### config.mk
export PLATFORM = sky130hd
export DESIGN_NAME = rvp_ctrl
export DESIGN_NICKNAME = d
export VERILOG_FILES = /design/src/hw/rtl/rvp_pkg.sv /design/src/hw/rtl/rvp_ctrl.sv
export SDC_FILE = /design/constraint.sdc
export NUM_CORES = 1
export LEC_CHECK = 0
export ABC_AREA = 1
export BUFFER_PORTS_ARGS = -buffer_cell sky130_fd_sc_hd__buf_2
export CAP_MARGIN = 25
export CORE_MARGIN = 2
export CORE_UTILIZATION = 47
export CTS_BUF_LIST = sky130_fd_sc_hd__clkbuf_8 sky130_fd_sc_hd__clkbuf_16
export CTS_CLUSTER_SIZE = 14
export DETAILED_ROUTE_END_ITERATION = 10
export PLACE_DENSITY = 0.69
export SKIP_CTS_REPAIR_TIMING = 1
export SLEW_MARGIN = 40
export SYNTH_ARGS = -nofsm -noshare
export SYNTH_HDL_FRONTEND = slang
export SYNTH_SLANG_ARGS = --single-unit
### constraint.sdc
create_clock -name clk -period 1.9 [get_ports clk]
set_input_delay 0.38 -clock clk [delete_from_list [all_inputs] [get_ports clk]]
set_output_delay 0.38 -clock clk [all_outputs]
set_load 0.02 [all_outputs]
### src/hw/rtl/rvp_pkg.sv
`timescale 1ns / 1ps
// ----------------------------------------------------------------------------
// rvp_pkg: shared definitions for the region variation priority block
// Widths, operation codes and the command and status bundles that join the
// controller and the datapath.
// ----------------------------------------------------------------------------
package rvp_pkg;

    // Default number of samples in one region.
    localparam int POINTS_DEF = 9;

    // Field and internal widths.
    localparam int DATA_W = 32;
    localparam int SUM_W  = 40;
    localparam int ACC_W  = 71;
    localparam int DIV_NW = 80;
    localparam int DIV_DW = 40;

    // Reset value of the domain size register (1.0 in Q16.16).
    localparam logic [DATA_W-1:0] DOMAIN_RESET = 32'h0001_0000;

    // Datapath operation codes.
    localparam int OP_W = 5;
    localparam logic [OP_W-1:0] OP_NONE      = 5'd0;
    localparam logic [OP_W-1:0] OP_LOAD      = 5'd1;
    localparam logic [OP_W-1:0] OP_MEAN_GO   = 5'd2;
    localparam logic [OP_W-1:0] OP_MEAN_TAKE = 5'd3;
    localparam logic [OP_W-1:0] OP_ZERO      = 5'd4;
    localparam logic [OP_W-1:0] OP_RD        = 5'd5;
    localparam logic [OP_W-1:0] OP_DEV       = 5'd6;
    localparam logic [OP_W-1:0] OP_SQ        = 5'd7;
    localparam logic [OP_W-1:0] OP_ACC       = 5'd8;
    localparam logic [OP_W-1:0] OP_VAR_ZERO  = 5'd9;
    localparam logic [OP_W-1:0] OP_VAR_GO    = 5'd10;
    localparam logic [OP_W-1:0] OP_VAR_TAKE  = 5'd11;
    localparam logic [OP_W-1:0] OP_SQRT      = 5'd12;
    localparam logic [OP_W-1:0] OP_NUM       = 5'd13;
    localparam logic [OP_W-1:0] OP_DEN       = 5'd14;
    localparam logic [OP_W-1:0] OP_CV_GO     = 5'd15;
    localparam logic [OP_W-1:0] OP_CV_TAKE   = 5'd16;
    localparam logic [OP_W-1:0] OP_ABS       = 5'd17;
    localparam logic [OP_W-1:0] OP_PSAT      = 5'd18;
    localparam logic [OP_W-1:0] OP_AA        = 5'd19;
    localparam logic [OP_W-1:0] OP_LO        = 5'd20;
    localparam logic [OP_W-1:0] OP_HI        = 5'd21;
    localparam logic [OP_W-1:0] OP_P_GO      = 5'd22;
    localparam logic [OP_W-1:0] OP_P_TAKE    = 5'd23;
    localparam logic [OP_W-1:0] OP_OUT       = 5'd24;

    // Command from the controller to the datapath.
    typedef struct packed {
        logic [OP_W-1:0] op;
    } rvp_cmd_t;

    // Status from the datapath to the controller.
    typedef struct packed {
        logic count_full;
        logic idx_last;
        logic single;
        logic mean_zero;
        logic sqrt_last;
        logic prio_sat;
        logic out_free;
        logic div_done;
    } rvp_stat_t;

endpackage

### src/hw/rtl/rvp_ctrl.sv
`timescale 1ns / 1ps
// ----------------------------------------------------------------------------
// rvp_ctrl: sequencing state machine
// Loads the region, then steps the datapath through mean, deviation sum,
// square root, coefficient and priority.
// ----------------------------------------------------------------------------
module rvp_ctrl
    import rvp_pkg::*;
(
    input  logic      clk,
    input  logic      rst_n,
    input  logic      s_tvalid,
    input  logic      s_tlast,
    output logic      s_tready,
    input  rvp_stat_t st,
    output rvp_cmd_t  cmd
);

    localparam int SW = 5;
    localparam logic [SW-1:0] S_LOAD      = 5'd0;
    localparam logic [SW-1:0] S_MEAN_GO   = 5'd1;
    localparam logic [SW-1:0] S_MEAN_WAIT = 5'd2;
    localparam logic [SW-1:0] S_MEAN_TAKE = 5'd3;
    localparam logic [SW-1:0] S_ZERO      = 5'd4;
    localparam logic [SW-1:0] S_RD        = 5'd5;
    localparam logic [SW-1:0] S_DEV       = 5'd6;
    localparam logic [SW-1:0] S_SQ        = 5'd7;
    localparam logic [SW-1:0] S_ACC       = 5'd8;
    localparam logic [SW-1:0] S_VAR_GO    = 5'd9;
    localparam logic [SW-1:0] S_VAR_WAIT  = 5'd10;
    localparam logic [SW-1:0] S_VAR_TAKE  = 5'd11;
    localparam logic [SW-1:0] S_SQRT      = 5'd12;
    localparam logic [SW-1:0] S_NUM       = 5'd13;
    localparam logic [SW-1:0] S_DEN       = 5'd14;
    localparam logic [SW-1:0] S_CV_GO     = 5'd15;
    localparam logic [SW-1:0] S_CV_WAIT   = 5'd16;
    localparam logic [SW-1:0] S_CV_TAKE   = 5'd17;
    localparam logic [SW-1:0] S_ABS       = 5'd18;
    localparam logic [SW-1:0] S_PSAT      = 5'd19;
    localparam logic [SW-1:0] S_AA        = 5'd20;
    localparam logic [SW-1:0] S_LO        = 5'd21;
    localparam logic [SW-1:0] S_HI        = 5'd22;
    localparam logic [SW-1:0] S_P_GO      = 5'd23;
    localparam logic [SW-1:0] S_P_WAIT    = 5'd24;
    localparam logic [SW-1:0] S_P_TAKE    = 5'd25;
    localparam logic [SW-1:0] S_OUT       = 5'd26;

    logic [SW-1:0] state_reg;
    logic [SW-1:0] state_next;
    logic          accept;

    assign s_tready = state_reg == S_LOAD;
    assign accept   = s_tvalid && s_tready;

    // Next state and command for the datapath.
    always_comb
    begin
        state_next = state_reg;
        cmd.op     = OP_NONE;
        case (state_reg)
            S_LOAD:
            begin
                if (accept)
                begin
                    cmd.op = OP_LOAD;
                    if (s_tlast || st.count_full)
                    begin
                        state_next = S_MEAN_GO;
                    end
                end
            end
            S_MEAN_GO:
            begin
                cmd.op     = OP_MEAN_GO;
                state_next = S_MEAN_WAIT;
            end
            S_MEAN_WAIT:
            begin
                if (st.div_done)
                begin
                    state_next = S_MEAN_TAKE;
                end
            end
            S_MEAN_TAKE:
            begin
                cmd.op     = OP_MEAN_TAKE;
                state_next = st.mean_zero ? S_ZERO : S_RD;
            end
            S_ZERO:
            begin
                cmd.op     = OP_ZERO;
                state_next = S_OUT;
            end
            S_RD:
            begin
                cmd.op     = OP_RD;
                state_next = S_DEV;
            end
            S_DEV:
            begin
                cmd.op     = OP_DEV;
                state_next = S_SQ;
            end
            S_SQ:
            begin
                cmd.op     = OP_SQ;
                state_next = S_ACC;
            end
            S_ACC:
            begin
                cmd.op     = OP_ACC;
                state_next = st.idx_last ? S_VAR_GO : S_RD;
            end
            S_VAR_GO:
            begin
                if (st.single)
                begin
                    cmd.op     = OP_VAR_ZERO;
                    state_next = S_SQRT;
                end
                else
                begin
                    cmd.op     = OP_VAR_GO;
                    state_next = S_VAR_WAIT;
                end
            end
            S_VAR_WAIT:
            begin
                if (st.div_done)
                begin
                    state_next = S_VAR_TAKE;
                end
            end
            S_VAR_TAKE:
            begin
                cmd.op     = OP_VAR_TAKE;
                state_next = S_SQRT;
            end
            S_SQRT:
            begin
                cmd.op = OP_SQRT;
                if (st.sqrt_last)
                begin
                    state_next = S_NUM;
                end
            end
            S_NUM:
            begin
                cmd.op     = OP_NUM;
                state_next = S_DEN;
            end
            S_DEN:
            begin
                cmd.op     = OP_DEN;
                state_next = S_CV_GO;
            end
            S_CV_GO:
            begin
                cmd.op     = OP_CV_GO;
                state_next = S_CV_WAIT;
            end
            S_CV_WAIT:
            begin
                if (st.div_done)
                begin
                    state_next = S_CV_TAKE;
                end
            end
            S_CV_TAKE:
            begin
                cmd.op     = OP_CV_TAKE;
                state_next = S_ABS;
            end
            S_ABS:
            begin
                cmd.op     = OP_ABS;
                state_next = st.prio_sat ? S_PSAT : S_AA;
            end
            S_PSAT:
            begin
                cmd.op     = OP_PSAT;
                state_next = S_OUT;
            end
            S_AA:
            begin
                cmd.op     = OP_AA;
                state_next = S_LO;
            end
            S_LO:
            begin
                cmd.op     = OP_LO;
                state_next = S_HI;
            end
            S_HI:
            begin
                cmd.op     = OP_HI;
                state_next = S_P_GO;
            end
            S_P_GO:
            begin
                cmd.op     = OP_P_GO;
                state_next = S_P_WAIT;
            end
            S_P_WAIT:
            begin
                if (st.div_done)
                begin
                    state_next = S_P_TAKE;
                end
            end
            S_P_TAKE:
            begin
                cmd.op     = OP_P_TAKE;
                state_next = S_OUT;
            end
            S_OUT:
            begin
                if (st.out_free)
                begin
                    cmd.op     = OP_OUT;
                    state_next = S_LOAD;
                end
            end
            default:
            begin
                state_next = S_LOAD;
            end
        endcase
    end

    // State register.
    always_ff @(posedge clk or negedge rst_n)
    begin
        if (!rst_n)
        begin
            state_reg <= S_LOAD;
        end
        else
        begin
            state_reg <= state_next;
        end
    end

endmodule

# Yosys cells after proc, flatten, opt, wreduce, memory -nomap -nowiden
# Index checks and enable logic that the tools add are counted.
# word_totals
elab_cells	57
inputBits	12
reg_bits	5
# op_classes
n_reduce_logical	5
n_mux	17
n_eq_ne	34
# ops
operator	n
$pmux W5 S25	1
$pmux W5 S23	1
$eq A5 B5 Y1 const B	11
$mux W5	9
$eq A5 B4 Y1 const B	8
$eq A5 B3 Y1 const B	4
$ne A2 B2 Y1 const B	6
$eq A5 B2 Y1 const B	2
$reduce_and A8 Y1	1
$mux W3	2
$eq A5 B1 Y1 const B	1
$logic_not A5 Y1	1
$mux W4	1
$ne A2 B1 Y1 const B	2
$reduce_or A3 Y1	1
$mux W1	2
$mux W2	1
$logic_and A1 B1 Y1	1
$logic_or A1 B1 Y1	1

# Logic depth before layout (Yosys ltp)
# Gate-level depths: netlist (run 1).
# depth
word_depth	4
mapped_depth	11
depth_no_buf	10

# Worst setup path before layout (run 1)
# Ideal clock, no wire load.
# synth_path
kind	reg2out
startpoint	register state_reg[4]
endpoint	output cmd[2] in the netlist's numbering
path_stages_with_launch	5
t_required_ps	1520
setup_slack_ps	278
arrival_time_ps	1242
path_cell_list	dfrtp_1 > buf_2 > nand3_1 > a21boi_0 > o2111ai_1
# synth_rtl
item	line_no	rtl
start, declared	rvp_ctrl.sv:48	logic [SW-1:0] state_reg;
start signal, assigned	rvp_ctrl.sv:240	state_reg <= state_next;
end, declared	rvp_ctrl.sv:16	output rvp_cmd_t cmd

==> impl_metrics.toml, run 1 <==
[synth]
synth_flop_cell = "dfrtp_1"
yosys-top-cells-area = "nand2_1 (22%), dfrtp_1 (16%), nand3_1 (12%)"
synth_cells = 140
synth_most_common_cell = "nand2_1"
yosys.area.top_type = "nand2_1"
synth-seq-cells = 5
syn-mean-instance-area_um2 = 5.50
synth_top_area_frac = 0.224
synth_edf_count = 0
async_flop_share = 1.00
synth_cell_types = 23
synth_fp_nets = 152
netlist_top_cells_count = "nand2_1 (46), nand3_1 (18), nor2_1 (16)"
synth_warnings = 0
ys_seq_area_frac = 0.163
netlist_area_um2 = 769

[run_status]
violations = "negative setup slack"
status = "complete, but fails checks"

[critical_path]
worst_setup_path_start_kind = "flop"
critPathKind = "flop to output port"
endpoint_kind = "output port"
cpPeakStageDelay_ns = 0.48
crit_chain = "inv_4 > nor2_4 > buf_4 > nand2_1 > nor2_2 > nor3_1 > nand4_1 > buf_6"
crit_path_top_delay_cell = "dfrtp_2"
cp_max_fo = 5
critical_path_required_ns = 1.52
critical_path_arrival_ns = 1.59

[cts]
htree_levels = 1
clkSinkCount = 5
cts_tree = "yes"
clk_pin_slew_ns = 0.04
clock_latency_ns = 0.23
cts_max_path_buffers = 2
cts_buffers = 3
cts_root_buffer = "clkbuf_8"

[final_layout]
antenna_cells = 0
area_growth_pct = 47.0
final_cell_count_no_fill = 195
final_layout_size_suffix_gt1_frac = 0.385
fin_util = 0.742
final_nets = 192
largest_reg_flops = 5

[grt]
antenna_found_initial = 0
grt-ovfl-total = 0
grt_pass1_vias = 925
gr-usage-all-layers = 0.282
grt_max_degree = 10
grt_pass1_wl_um = 4060

[detailed_routing]
dr.pass1.iters = 5
wl_per_cell_um = 14.1
drcViolationCount = 0
ant_nets = 0
wl_um = 2740
via_per_inst = 5.69
drt-initial-drc-count = 56
vias = 1110

[floorplan]
start_util = 0.505
chipHeight_um = 44.5
dieArea_um2 = 1980
num_rows = 14
ioPinCount = 18
die_x_um = 44.5
coreArea_um2 = 1520

[placed_design]
post-dp-hpwl_um = 1980
dp.cells = 184
dp_slack_ns = 0.0690
io_buffers = 17
place_congestion = 0.999

[timing]
fmax_ghz = 0.507
whs_ns = 0.494
fin_crit_sh = 1.04
final-hold-violation-count = 0
finalSetupViolCount = 3
max_slew_margin = 0.785
fin_crit_ns = 1.97
finalWorstSetupSlack_ns = -0.0712
worst_pin_slew_ns = 0.319
final_max_slew_viol_count = 0
rsz0062_at_grt = "yes"
skew_ns = 0.00443

[power]
p_per_area_nw_per_um2 = 1750
cellLeakagePower_uw = 0.000631
power_uw = 1980
ir_drop_v = 0.00119

[hold_path]
min_path_type = "primary input to asynchronous set/reset pin"

[job]
cap_violations = 0
per-layer routing:
| layer | vias up | GRT usage | part of all wire | wire length [um] |
|---|---|---|---|---|
| met5 | - | 0 | 0 | 0 |
| met4 | 0 | 0.0848 | 0.0091 | 25 |
| met3 | 6 | 0.0939 | 0.11 | 307 |
| met2 | 71 | 0.435 | 0.47 | 1300 |
| met1 | 492 | 0.370 | 0.41 | 1110 |
| li1 | 541 | - | - | - |
final timing paths:
path / cells past startpoint / start / to / slack, ns
max: 8 / state_reg[3]$_DFFE_PN0P_ / cmd[0] / -0.07
min: 2 / rst_n / state_reg[4]$_DFFE_PN0P_ / 0.49
max reg2reg: 11 / state_reg[1]$_DFFE_PN0P_ / state_reg[4]$_DFFE_PN0P_ / 0.29
min reg2reg: 2 / state_reg[1]$_DFFE_PN0P_ / state_reg[1]$_DFFE_PN0P_ / 0.61
max in group asynchronous: 2 / rst_n / state_reg[3]$_DFFE_PN0P_ / 1.26
min in group clk: 4 / st[4] / state_reg[0]$_DFFE_PN0P_ / 0.57
logic make-up after synthesis:
kind of cell / count (synthesis) / synth area share
AO/OA/AOI/OAI: 12 / 0.106
AND/OR/NAND/NOR: 103 / 0.628
flip-flops: 5 / 0.163
buffers and inverters: 20 / 0.104
power breakdown:
part	switching (uW)	internal, uW	leakage, uW
logic	890	600	0.000547
registers	123	170	0.0000570
clock network	61.4	139	0.0000269
total	1070	909	0.000631
cell type report:
cell class	instances	area [um2]
fillers	132	393
repair buffers	37	258
inverters	18	72.6
well taps	16	20.0
clock buffers	3	41.3
multi-input cells	115	604
clock inverters	1	3.75
flip-flops and latches	5	131
cells in the final DEF (no fill, tap or decap):
cell type      instances
buf_2                 15
nor2_2                 7
o211a_1                1
a21oi_1                2
nand2_2                4
inv_2                  3
a21boi_1               1
clkbuf_8               3
o311ai_0               1
nand2_1               44
o21ai_1                1
inv_1                 14
dfrtp_2                5
nor2_4                 8
nand4_1                7
buf_6                  4
inv_4                  2
a22oi_1                1
nor3_1                 4
buf_4                 17
nand3_1               18
o2111ai_1              1
nor2_1                10
nand3b_1               1
o21ai_2                1
dlygate4sd3_1          1
o21ai_0                3
stage by stage:
stage / TNS, ns / cell area [um2]
floorplan: 0 / 769
CTS: -0.493 / 1000
detailed placement: 0 / 960
global route: -0.571 / 1130
finish: -0.143 / 1130
global placement: 0 / 960
critical path: cells and delay by family, from the launching register on:
kind / cells / cell delay [ns]
buf+inv: 3 / 0.41
flops: 1 / 0.48
simple gates: 5 / 0.49
(Power assumes the default switching activity.)
==> inputs of run 2 (changes only) <==
--- a/config.mk
+++ b/config.mk
@@ -9,11 +9,11 @@
 export BUFFER_PORTS_ARGS = -buffer_cell sky130_fd_sc_hd__buf_2
 export CAP_MARGIN = 25
 export CORE_MARGIN = 2
-export CORE_UTILIZATION = 47
+export CORE_UTILIZATION = 52
 export CTS_BUF_LIST = sky130_fd_sc_hd__clkbuf_8 sky130_fd_sc_hd__clkbuf_16
 export CTS_CLUSTER_SIZE = 14
 export DETAILED_ROUTE_END_ITERATION = 10
-export PLACE_DENSITY = 0.69
+export PLACE_DENSITY = 0.76
 export SKIP_CTS_REPAIR_TIMING = 1
 export SLEW_MARGIN = 40
 export SYNTH_ARGS = -nofsm -noshare
==> run 2 against run 1 <==
Against the previous run:
- the run still ends with negative setup slack left
- power increased by 9.7%
- core utilization up 14 points
- routed wire length rose by 24%
- largest power group unchanged
- clock power is essentially flat
- maximum frequency shrank 2.9%
==> impl_metrics.toml, run 2 (synthesized netlist as in run 1, its figures left out) <==
[final_layout]
area_growth_pct = 52.4
nFillCells = 82
final_nets = 191
largest_reg_flops = 5
final_common_cell = "nand2_1"
final_cell_mix = "nand2_1 (37), buf_4 (18), nand3_1 (16)"
final_layout_size_suffix_gt1_frac = 0.466
antenna_cells = 0
final_cell_count_no_fill = 193

[power]
seqPwrFrac = 0.135
p_int_uw = 957
cellLeakagePower_uw = 0.000647
clock_power_share = 0.093
combPwrFrac = 0.772
ir_drop_v = 0.00126
p_sw_frac = 0.560
p_sw_uw = 1220
p_per_area_nw_per_um2 = 1860

[detailed_routing]
drcViolationCount = 0
ant_nets = 0
wl_um = 3400
drt-initial-drc-count = 182
dr.pass1.iters = 5
via_per_inst = 6.45
wl_per_cell_um = 17.6
vias = 1245

[cts]
cts_max_path_buffers = 2
htree_levels = 1
clkSinkCount = 5
cts_buffers = 3
clk_pin_slew_ns = 0.04
cts_root_buffer = "clkbuf_8"
cts_tree = "yes"
clock_latency_ns = 0.23

[critical_path]
cp_max_fo = 8
worst_setup_path_start_kind = "flop"
critical_path_arrival_ns = 1.65
critPathKind = "flop to output port"
crit_top_cell = "nand2_1"
endpoint_kind = "output port"
r2r_slack_ns = 0.33
crit_family = "simple AND/OR/NAND/NOR gates"
crit_path_top_delay_cell = "dfrtp_2"
worst-path-buf-inv = 2
crit_chain = "inv_2 > nor2_2 > nand2_1 > nand2_1 > nor3_2 > nand4_1 > buf_4"
critical_path_required_ns = 1.52
cpPeakStageDelay_ns = 0.47

[timing]
fmax_ghz = 0.493
max_slew_margin = 0.805
final_max_slew_viol_count = 0
fin_crit_ns = 2.03
finalWorstSetupSlack_ns = -0.129
finalSetupViolCount = 5
fin_crit_sh = 1.07
final-hold-violation-count = 0
rsz0062_at_grt = "yes"
skew_ns = 0.0127
worst_pin_slew_ns = 0.289
whs_ns = 0.511

[placed_design]
io_buffers = 17
dp.cells = 179
post-dp-hpwl_um = 1970
place_congestion = 1.00

[floorplan]
chipHeight_um = 42.5
coreArea_um2 = 1330
dieArea_um2 = 1800
num_rows = 13
ioPinCount = 18
start_util = 0.577
die_x_um = 42.5

[run_status]
violations = "negative setup slack"
status = "complete, but fails checks"

[hold_path]
min_path_type = "primary input to asynchronous set/reset pin"

[grt]
grt_pass1_wl_um = 4040
antenna_found_initial = 0
gr-usage-all-layers = 0.298
grt-ovfl-total = 0
grt_pass1_vias = 919
grt_max_degree = 12

[job]
cap_violations = 0
==> run 2: stage by stage <==
| stage | worst slack (ns) | utilization | total power [uW] | cell area [um2] | TNS [ns] |
|---|---|---|---|---|---|
| 2_1_floorplan | 0.278 | - | 1110 | 769 | 0 |
| 3_3_place_gp | 0.109 | 0.696 | 1500 | 928 | 0 |
| 3_5_place_dp | 0.119 | 0.696 | 1510 | 928 | 0 |
| 4_1_cts | -0.119 | 0.730 | 1710 | 973 | -0.482 |
| 5_1_grt | -0.222 | 0.879 | 2300 | 1170 | -0.614 |
| 6_report | -0.129 | 0.879 | 2180 | 1170 | -0.314 |
==> run 2: worst paths after layout <==
path	start	end	cells past startpoint
min in group clk	st[4]	state_reg[0]$_DFFE_PN0P_	4
hold reg to reg	state_reg[0]$_DFFE_PN0P_	state_reg[0]$_DFFE_PN0P_	3
setup reg to reg	state_reg[1]$_DFFE_PN0P_	state_reg[4]$_DFFE_PN0P_	10
setup / recovery	state_reg[4]$_DFFE_PN0P_	cmd[0]	7
max in group asynchronous	rst_n	state_reg[3]$_DFFE_PN0P_	2
hold / removal	rst_n	state_reg[2]$_DFFE_PN0P_	2
==> run 2: layout make-up <==
class	instances	area, um2	area share
tap	15	18.8	0.0160
clock inverter	1	3.75	0.00320
timing repair buffer	36	249	0.212
inverter	18	70.1	0.0598
sequential	5	131	0.112
multi-input combinational	115	658	0.561
clock buffer	3	41.3	0.0352
==> run 2: layer usage <==
metal  vias to the layer above  share of wire  GRT usage
li1                        542              -          -
met1                       536           0.35      0.389
met2                       138           0.43      0.471
met3                        29           0.15     0.0819
met4                         0          0.068      0.100
met5                         -              0          0
==> run 2: power groups by stage <==
stage | logic (uW) | clock network, uW | registers [uW]
2_1_floorplan | 879 | 0 | 227
4_1_cts | 1260 | 193 | 258
3_3_place_gp | 1250 | 0 | 256
6_report | 1680 | 203 | 293
5_1_grt | 1790 | 212 | 296
3_5_place_dp | 1250 | 0 | 261
